File: config.mk
export PLATFORM = sky130hd
export DESIGN_NAME = spike_train_burst_detector_core
export DESIGN_NICKNAME = d
export VERILOG_FILES = /design/src/hdl/stbd_pkg.sv /design/src/hdl/stbd_front.sv /design/src/hdl/stbd_queue.sv /design/src/hdl/stbd_back.sv /design/src/hdl/spike_train_burst_detector_core.sv
export SDC_FILE = /design/constraint.sdc
export NUM_CORES = 1
export LEC_CHECK = 0
export BUFFER_PORTS_ARGS = -buffer_cell sky130_fd_sc_hd__buf_2
export CORE_UTILIZATION = 35
export CTS_CLUSTER_DIAMETER = 100
export DETAILED_ROUTE_END_ITERATION = 8
export PLACE_DENSITY = 0.58
export REMOVE_ABC_BUFFERS = 1
export SETUP_SLACK_MARGIN = 0.4
export SYNTH_ARGS = -nofsm -noshare
export SYNTH_HDL_FRONTEND = slang
export SYNTH_SLANG_ARGS = --single-unit
File: constraint.sdc
create_clock -name clk_i -period 25.5 [get_ports clk_i]
set_clock_uncertainty 0.2 [all_clocks]
set_input_delay 2.55 -clock clk_i [delete_from_list [all_inputs] [get_ports clk_i]]
set_output_delay 2.55 -clock clk_i [all_outputs]
set_load 0.01 [all_outputs]
File: src/hdl/stbd_pkg.sv
// ----------------------------------------------------------------------------
// Spike train burst detector package
// Shared types, constants and saturating helpers for the detector blocks.
// ----------------------------------------------------------------------------
package stbd_pkg;

  localparam int unsigned WinW   = 20;
  localparam int unsigned CntW   = 32;
  localparam int unsigned TotW   = 48;
  localparam int unsigned QDepth = 2;

  // Per-train statistics handed from the front to the back.
  typedef struct packed {
    logic [CntW-1:0] burst_count;
    logic [CntW-1:0] burst_time;
  } train_rec_t;

  // Queue status seen by the front and back parts.
  typedef struct packed {
    logic full;
    logic empty;
  } q_status_t;

  function automatic logic [CntW-1:0] sat_add32(input logic [CntW-1:0] a,
                                                input logic [CntW-1:0] b);
    logic [CntW:0] s;
    s = {1'b0, a} + {1'b0, b};
    return s[CntW] ? {CntW{1'b1}} : s[CntW-1:0];
  endfunction

  function automatic logic [TotW-1:0] sat_add48(input logic [TotW-1:0] a,
                                                input logic [CntW-1:0] b);
    logic [TotW:0] s;
    s = {1'b0, a} + {{(TotW-CntW+1){1'b0}}, b};
    return s[TotW] ? {TotW{1'b1}} : s[TotW-1:0];
  endfunction

endpackage

File: src/hdl/stbd_front.sv
// ----------------------------------------------------------------------------
// Burst detector front end
// Tracks burst state per spike and emits one record at the end of a train.
// ----------------------------------------------------------------------------
module stbd_front #(
  parameter int unsigned DEFAULT_WINDOW_US = 12000,
  parameter int unsigned TIME_BITS         = 32
) (
  input  logic                    clk_i,
  input  logic                    rst_ni,
  input  logic                    cfg_we_i,
  input  logic [stbd_pkg::WinW-1:0] cfg_wdata_i,
  input  logic                    spike_valid_i,
  output logic                    spike_ready_o,
  input  logic [31:0]             spike_time_i,
  input  logic                    spike_last_i,
  input  stbd_pkg::q_status_t     q_status_i,
  output logic                    rec_push_o,
  output stbd_pkg::train_rec_t    rec_o
);

  localparam int unsigned TW = (TIME_BITS < 32) ? TIME_BITS : 32;
  localparam logic [stbd_pkg::WinW-1:0] DefWin = stbd_pkg::WinW'(DEFAULT_WINDOW_US);

  logic [stbd_pkg::WinW-1:0] win_cfg_q;
  logic [stbd_pkg::WinW-1:0] win;

  logic          in_burst_q, in_burst_d;
  logic [1:0]    held_q, held_d;
  logic [TW-1:0] older_q, older_d;
  logic [TW-1:0] newer_q, newer_d;
  logic [TW-1:0] start_q, start_d;
  logic [stbd_pkg::CntW-1:0] tcount_q, tcount_d;
  logic [stbd_pkg::CntW-1:0] ttime_q, ttime_d;

  logic [TW-1:0] t;
  logic [TW-1:0] gap_nt, gap_ot, dur_sn, dur_st, dur;
  logic          ok_nt, ok_ot, add_dur, accept;

  function automatic logic [TW-1:0] span(input logic [TW-1:0] from,
                                         input logic [TW-1:0] to);
    return (to >= from) ? (to - from) : '0;
  endfunction

  assign t      = spike_time_i[TW-1:0];
  assign win    = (win_cfg_q != '0) ? win_cfg_q : DefWin;
  assign gap_nt = span(newer_q, t);
  assign gap_ot = span(older_q, t);
  assign dur_sn = span(start_q, newer_q);
  assign dur_st = span(start_q, t);
  assign ok_nt  = 32'(gap_nt) <= 32'(win);
  assign ok_ot  = 32'(gap_ot) <= 32'(win);

  assign spike_ready_o = ~q_status_i.full;
  assign accept        = spike_valid_i & spike_ready_o;

  always_comb begin
    in_burst_d = in_burst_q;
    held_d     = held_q;
    older_d    = older_q;
    newer_d    = newer_q;
    start_d    = start_q;
    tcount_d   = tcount_q;
    add_dur    = 1'b0;
    dur        = '0;
    if (in_burst_q) begin
      if (ok_nt) begin
        newer_d = t;
        // A burst still running at the train end closes on this spike.
        add_dur = spike_last_i;
        dur     = dur_st;
      end else begin
        add_dur    = 1'b1;
        dur        = dur_sn;
        in_burst_d = 1'b0;
        older_d    = t;
        held_d     = 2'd1;
      end
    end else begin
      unique case (held_q)
        2'd0: begin
          older_d = t;
          held_d  = 2'd1;
        end
        2'd1: begin
          newer_d = t;
          held_d  = 2'd2;
        end
        default: begin
          if (ok_ot) begin
            tcount_d   = stbd_pkg::sat_add32(tcount_q, 32'd1);
            start_d    = older_q;
            newer_d    = t;
            in_burst_d = 1'b1;
            held_d     = 2'd0;
            add_dur    = spike_last_i;
            dur        = gap_ot;
          end else begin
            older_d = newer_q;
            newer_d = t;
          end
        end
      endcase
    end
    ttime_d = add_dur ? stbd_pkg::sat_add32(ttime_q, 32'(dur)) : ttime_q;
  end

  assign rec_push_o        = accept & spike_last_i;
  assign rec_o.burst_count = tcount_d;
  assign rec_o.burst_time  = ttime_d;

  always_ff @(posedge clk_i or negedge rst_ni) begin
    if (!rst_ni) begin
      win_cfg_q  <= '0;
      in_burst_q <= 1'b0;
      held_q     <= '0;
      older_q    <= '0;
      newer_q    <= '0;
      start_q    <= '0;
      tcount_q   <= '0;
      ttime_q    <= '0;
    end else begin
      if (cfg_we_i) begin
        win_cfg_q <= cfg_wdata_i;
      end
      if (accept) begin
        if (spike_last_i) begin
          in_burst_q <= 1'b0;
          held_q     <= '0;
          older_q    <= '0;
          newer_q    <= '0;
          start_q    <= '0;
          tcount_q   <= '0;
          ttime_q    <= '0;
        end else begin
          in_burst_q <= in_burst_d;
          held_q     <= held_d;
          older_q    <= older_d;
          newer_q    <= newer_d;
          start_q    <= start_d;
          tcount_q   <= tcount_d;
          ttime_q    <= ttime_d;
        end
      end
    end
  end

endmodule

File: src/hdl/stbd_queue.sv
// ----------------------------------------------------------------------------
// Burst detector record queue
// Small first-in first-out buffer of train records between front and back.
// ----------------------------------------------------------------------------
module stbd_queue (
  input  logic                 clk_i,
  input  logic                 rst_ni,
  input  logic                 push_i,
  input  stbd_pkg::train_rec_t push_data_i,
  input  logic                 pop_i,
  output stbd_pkg::train_rec_t pop_data_o,
  output stbd_pkg::q_status_t  status_o
);

  localparam int unsigned PtrW = $clog2(stbd_pkg::QDepth);

  stbd_pkg::train_rec_t mem_q [stbd_pkg::QDepth];
  logic [PtrW-1:0] wr_ptr_q, rd_ptr_q;
  logic [PtrW:0]   fill_q;

  assign status_o.full  = (fill_q == (PtrW+1)'(stbd_pkg::QDepth));
  assign status_o.empty = (fill_q == '0);
  assign pop_data_o     = mem_q[rd_ptr_q];

  always_ff @(posedge clk_i) begin
    if (push_i) begin
      mem_q[wr_ptr_q] <= push_data_i;
    end
  end

  always_ff @(posedge clk_i or negedge rst_ni) begin
    if (!rst_ni) begin
      wr_ptr_q <= '0;
      rd_ptr_q <= '0;
      fill_q   <= '0;
    end else begin
      if (push_i) begin
        wr_ptr_q <= (wr_ptr_q == PtrW'(stbd_pkg::QDepth - 1)) ? '0 : wr_ptr_q + 1'b1;
      end
      if (pop_i) begin
        rd_ptr_q <= (rd_ptr_q == PtrW'(stbd_pkg::QDepth - 1)) ? '0 : rd_ptr_q + 1'b1;
      end
      if (push_i && !pop_i) begin
        fill_q <= fill_q + 1'b1;
      end else if (pop_i && !push_i) begin
        fill_q <= fill_q - 1'b1;
      end
    end
  end

endmodule

File: src/hdl/stbd_back.sv
// ----------------------------------------------------------------------------
// Burst detector back end
// Folds train records into saturating totals and holds the result register.
// ----------------------------------------------------------------------------
module stbd_back (
  input  logic                        clk_i,
  input  logic                        rst_ni,
  input  stbd_pkg::q_status_t         q_status_i,
  input  stbd_pkg::train_rec_t        rec_i,
  output logic                        pop_o,
  output logic                        res_valid_o,
  input  logic                        res_ready_i,
  output logic [stbd_pkg::CntW-1:0]   neuron_burst_count_o,
  output logic                        neuron_bursted_o,
  output logic [stbd_pkg::CntW-1:0]   neuron_burst_time_us_o,
  output logic [stbd_pkg::TotW-1:0]   total_burst_events_o,
  output logic [stbd_pkg::CntW-1:0]   bursting_neuron_total_o,
  output logic [stbd_pkg::TotW-1:0]   total_burst_time_us_o
);

  logic                      valid_q;
  logic [stbd_pkg::CntW-1:0] count_q, time_q, neurons_q;
  logic                      bursted_q, bursted;
  logic [stbd_pkg::TotW-1:0] events_q, ttot_q;

  assign bursted = (rec_i.burst_count != '0);
  assign pop_o   = ~q_status_i.empty & (~valid_q | res_ready_i);

  always_ff @(posedge clk_i) begin
    if (pop_o) begin
      count_q   <= rec_i.burst_count;
      time_q    <= rec_i.burst_time;
      bursted_q <= bursted;
    end
  end

  // Running totals double as the output payload of the total fields.
  always_ff @(posedge clk_i or negedge rst_ni) begin
    if (!rst_ni) begin
      valid_q   <= 1'b0;
      events_q  <= '0;
      neurons_q <= '0;
      ttot_q    <= '0;
    end else begin
      if (pop_o) begin
        valid_q   <= 1'b1;
        events_q  <= stbd_pkg::sat_add48(events_q, rec_i.burst_count);
        neurons_q <= stbd_pkg::sat_add32(neurons_q, {31'd0, bursted});
        ttot_q    <= stbd_pkg::sat_add48(ttot_q, rec_i.burst_time);
      end else if (res_ready_i) begin
        valid_q <= 1'b0;
      end
    end
  end

  assign res_valid_o             = valid_q;
  assign neuron_burst_count_o    = count_q;
  assign neuron_bursted_o        = bursted_q;
  assign neuron_burst_time_us_o  = time_q;
  assign total_burst_events_o    = events_q;
  assign bursting_neuron_total_o = neurons_q;
  assign total_burst_time_us_o   = ttot_q;

endmodule

File: src/hdl/spike_train_burst_detector_core.sv
// Path: a train's final spike writes its record into the queue; the back moves it
//   to the output register once free or draining. Throughput: one spike per cycle
//   while the queue is not full; the front's subtract-compare-add path sets it.
// Results leave at up to one per cycle; a two-entry record queue absorbs stalls.
// Reset (rst_ni low, asynchronous) clears burst state, the window register
//   (default window in force) and all running totals.
// ----------------------------------------------------------------------------
// Spike train burst detector core
// Max-interval burst detection on spike timestamps with per-train statistics
// and saturating running totals across trains.
// ----------------------------------------------------------------------------
module spike_train_burst_detector_core #(
  parameter int unsigned DEFAULT_WINDOW_US = 12000,
  parameter int unsigned TIME_BITS         = 32
) (
  input  logic         clk_i,
  input  logic         rst_ni,
  // Window register: zero selects the default window.
  input  logic         cfg_we_i,
  input  logic [19:0]  cfg_wdata_i,
  // Spike input stream.
  input  logic         s_axis_tvalid,
  output logic         s_axis_tready,
  input  logic [31:0]  s_axis_tdata,   // [31:0] spike_time
  input  logic         s_axis_tlast,   // last_of_train
  // Result stream, one transfer per train.
  output logic         m_axis_tvalid,
  input  logic         m_axis_tready,
  output logic [199:0] m_axis_tdata    // [31:0] neuron_burst_count,
                                       // [32] neuron_bursted,
                                       // [64:33] neuron_burst_time_us,
                                       // [112:65] total_burst_events,
                                       // [144:113] bursting_neuron_total,
                                       // [192:145] total_burst_time_us,
                                       // [199:193] zero
);

  // The front runs the burst search on every spike transfer and, on the final
  // spike of a train, pushes the closed train statistics into the queue. It
  // only stalls when the queue is full, so spikes keep flowing while a result
  // waits at the output.
  stbd_pkg::q_status_t  q_status;
  stbd_pkg::train_rec_t push_rec, pop_rec;
  logic                 push, pop;

  logic [31:0] neuron_burst_count, neuron_burst_time_us, bursting_neuron_total;
  logic        neuron_bursted;
  logic [47:0] total_burst_events, total_burst_time_us;

  stbd_front #(
    .DEFAULT_WINDOW_US(DEFAULT_WINDOW_US),
    .TIME_BITS        (TIME_BITS)
  ) u_front (
    .clk_i        (clk_i),
    .rst_ni       (rst_ni),
    .cfg_we_i     (cfg_we_i),
    .cfg_wdata_i  (cfg_wdata_i),
    .spike_valid_i(s_axis_tvalid),
    .spike_ready_o(s_axis_tready),
    .spike_time_i (s_axis_tdata),
    .spike_last_i (s_axis_tlast),
    .q_status_i   (q_status),
    .rec_push_o   (push),
    .rec_o        (push_rec)
  );

  stbd_queue u_queue (
    .clk_i      (clk_i),
    .rst_ni     (rst_ni),
    .push_i     (push),
    .push_data_i(push_rec),
    .pop_i      (pop),
    .pop_data_o (pop_rec),
    .status_o   (q_status)
  );

  // The back takes a record whenever its output register is free or being
  // drained, and updates the saturating totals in the same edge.
  stbd_back u_back (
    .clk_i                  (clk_i),
    .rst_ni                 (rst_ni),
    .q_status_i             (q_status),
    .rec_i                  (pop_rec),
    .pop_o                  (pop),
    .res_valid_o            (m_axis_tvalid),
    .res_ready_i            (m_axis_tready),
    .neuron_burst_count_o   (neuron_burst_count),
    .neuron_bursted_o       (neuron_bursted),
    .neuron_burst_time_us_o (neuron_burst_time_us),
    .total_burst_events_o   (total_burst_events),
    .bursting_neuron_total_o(bursting_neuron_total),
    .total_burst_time_us_o  (total_burst_time_us)
  );

  assign m_axis_tdata = {7'd0, total_burst_time_us, bursting_neuron_total,
                         total_burst_events, neuron_burst_time_us,
                         neuron_bursted, neuron_burst_count};

endmodule

==> key figures <==
Setup path
  – CP startpoint kind: primary input
  – Arr. time, crit path: between 10 and 15 ns
  – Req. time, crit path: between 20 and 30 ns
  – Worst path max stage delay: 0.61 ns
  – Critical Path End Type: flop
  – Crit Path Category: in2reg
  – CP max-delay cell: or2_1
  – Worst Path Max Fanout: 39

Power and ir drop
  – NetSw: 2471 uW
  – PwrDens: roughly 140 nW/um^2
  – Clock power frac: 16.3%
  – Internal power: 2841 uW
  – Peak VDD IR: 0.06829 mV
  – Combinational share of power: around three fifths
  – Reg power frac: between 20% and 30%
  – Lkg Pwr: 0.01694 uW
  – Switch share: between 40% and 50%

Drt
  – Routed WL: 104800 um
  – Iteration-0 DRC Markers: 2280
  – Pre-antenna DRT Iters: 6
  – Final ANT Viol Nets: 0
  – DR DRC count: 0
  – WL met3: around 5600 um
  – Via count: roughly 29000
  – Met1 WL: 49720 um
  – Vias per Instance: 5.572
  – Avg WL per Cell: 20.05 um
  – DR top layer: met4
  – Met2 wire len: around 46000 um

Synth
  – EDFF count, synth: 193
  – Largest family of logic cells by synthesized area: compound AO/OA/AOI/OAI gates
  – Post-synth cell types: 91
  – Syn Area/Cell: 9.367 um^2
  – Commonest cells in the netlist: nand2_1, a21oi_1, dfrtp_1, ha_1, nor2_1
  – Cell taking the most area after synthesis: dfrtp_1
  – Synthesized area: roughly 35000 um^2
  – Fraction of synthesized area in multiplexers: under 10%
  – Synth Area in Compound Gates: a little over a fifth
  – Yosys warnings: 0
  – XOR/XNOR Fraction of Synth Area: ~5.5%
  – Synth Area in Simple Gates: around 15%
  – Adder-Cell Fraction of Synth Area: 10.08%
  – FF+latch count, synth: slightly above 500
  – Largest cells by area after synthesis: dfrtp_1, edfxtp_1, ha_1
  – Synthesized instance count: 3700
  – Ys async rst share: 62.08%
  – Top-count cell post-synth: nand2_1
  – Top cell type's share of synthesized area: between 20% and 30%
  – Post-synth top flop: dfrtp_1
  – Register area share after synthesis: between 30% and 40%

STA
  – Final Hold Viols: 0
  – Fin crit share: between 40% and 50%
  – RSZ-0062 raised after global routing: no
  – Min Tclk post-route: 11.53 ns
  – Max-Slew Margin vs Limit: between 10% and 20%
  – Setup_tns: 0 ns
  – Least-Margin Pin Slew: between 1 and 1.5 ns
  – Final setup fails: 0
  – Fmax: 86.73 MHz
  – Final Max Tran Viols: 0
  – Final setup margin: about 14 ns

GRT
  – GRT overflow: 0
  – Overall routing resource usage: between 20% and 30%
  – Largest net degree at the start of global routing: 86
  – Vias in the first global route: ~28000
  – Initial antenna violation count: 7
  – First-pass GRT wire length: 161200 um

Outcome
  – Status: completed

Run
  – Max_cap viols: 0

Final layout
  – # nets final: around 4200
  – Fill cells: between 9000 and 10000
  – Layout area overhead: 13.11%
  – Share of cells above drive strength 1: 13.70%

Floorplanning
  – Die extent in x: ~320 um
  – FP Rows: around 120
  – I/O pin total: 260
  – Starting Density: 35.27%
  – Die H: approximately 320 um
  – Core ar.: between 90000 and 100000 um^2
  – Die area: 100300 um^2

Placed design
  – RD Place Congestion: between 0.9 and 1
  – Post-place setup slack: around 13 ns
  – Port-buffer cells: approximately 250
  – Hpwl dp: between 70000 and 80000 um

Clock network
  – Clock tree buffer depth: 3
  – CTS H-tree depth: 2
  – Total CTS buffers: 58
  – CTS tree: done
  – Post-CTS setup repair buffer count: 0
  – Worst-path clk slew: around 0.060 ns
  – CTS resizes: 0
  – Worst skew pair latency: ~0.7 ns
  – Sink Count: about 500
  – Clk root buf: clkbuf_16
  – Hold buffers post-CTS: 0

Min path
  – Worst Hold Class: reg2reg
[power groups by stage]
stage,logic (uW),clock network [uW],registers [uW]
finish,3190,867,1260
global route,3520,919,1290
CTS,3160,890,1260
detailed placement,3150,0,1270
global placement,3150,0,1270
floorplan,2190,0,1290
[cell type report]
| type | instances | area [um^2] | share of cell area, % |
|---|---|---|---|
| Multi-Input combinational cell | 2819 | 19560 | 49.89 |
| Sequential cell | 509 | 13700 | 34.96 |
| Tap cell | 1287 | 1610 | 4.108 |
| Clock buffer | 73 | 1579 | 4.028 |
| Timing Repair Buffer | 283 | 1504 | 3.837 |
| Inverter | 215 | 812.0 | 2.072 |
| Clock inverter | 36 | 416.7 | 1.063 |
| Antenna cell | 7 | 17.52 | 0.04469 |
[worst paths after layout]
check	end	startpoint	cells after the start	slack, ns
setup / recovery	u_queue.mem_q[0][23]	s_axis_tdata[0]	37	13.97
hold / removal	u_front.start_q[25]	u_front.start_q[25]	2	0.29
setup reg to reg	u_queue.mem_q[0][23]	u_front.newer_q[11]	34	15.64
hold reg to reg	u_front.start_q[25]	u_front.start_q[25]	2	0.29
max in group asynchronous	u_front.older_q[25]	rst_ni	3	21.16
min in group asynchronous	u_back.total_burst_time_us_o[1]	rst_ni	1	1.68
[critical path, delay by kind of cell]
| family | cells | cell delay, ns |
|---|---|---|
| AND/OR/NAND/NOR | 7 | 1.45 |
| multiplexers | 1 | 0.29 |
| buffers and inverters | 5 | 0.93 |
| AO/OA/AOI/OAI | 19 | 4.96 |
| XOR/XNOR | 1 | 0.22 |
| adder cells (fa/ha/maj) | 4 | 1.32 |
[cell families after synthesis]
group | after synthesis
other | 1
AOI/OAI and AO/OA | 1090
and+or+nand+nor | 1099
DFF | 509
muxes | 131
adders and majority gates | 275
xor gates and xnor gates | 217
buffers and inverters | 378
[placed cells by master (no fill, tap or decap), types with 65 or more instances in the layout]
cell type / count
a21o_1: 103
a21oi_1: 316
a31oi_1: 65
and3_1: 67
buf_2: 251
dfrtp_1: 315
edfxtp_1: 193
ha_1: 268
inv_1: 214
mux2_2: 117
nand2_1: 352
nand3_1: 109
nor2_1: 258
o21ai_0: 141
xnor2_1: 113
xor2_1: 104
[sequential cells by signal (all words and copies together), names as in the netlist, 32 cells and up]
name                            cells
u_queue.mem_q                     128
u_back.total_burst_events_o        48
u_back.total_burst_time_us_o       48
u_back.bursting_neuron_total_o     32
u_back.neuron_burst_count_o        32
u_back.neuron_burst_time_us_o      32
u_front.newer_q                    32
u_front.older_q                    32
u_front.start_q                    32
u_front.tcount_q                   32
u_front.ttime_q                    32
[metrics by stage]
stage | power [uW] | instances | hold WS [ns] | util, % | cell area, um^2
after floorplan | 3483 | 3543 | 0.2608 | - | 33970
after global placement | 4417 | 5113 | 0.2835 | 37.84 | 37190
after detailed placement | 4419 | 5113 | 0.2885 | 37.84 | 37190
after CTS | 5310 | 5222 | 0.3024 | 39.87 | 39180
after global routing | 5721 | 5229 | 0.3288 | 39.89 | 39200
final | 5312 | 5229 | 0.2946 | 39.89 | 39200
[metal layers]
metal / vias to the layer above / track usage, %
met2: 841 / 31.81
met1: 14022 / 28.97
met4: 0 / 6.600
met5: - / 0
li1: 14115 / -
met3: 160 / 3.218
(Power assumes the default switching activity.)
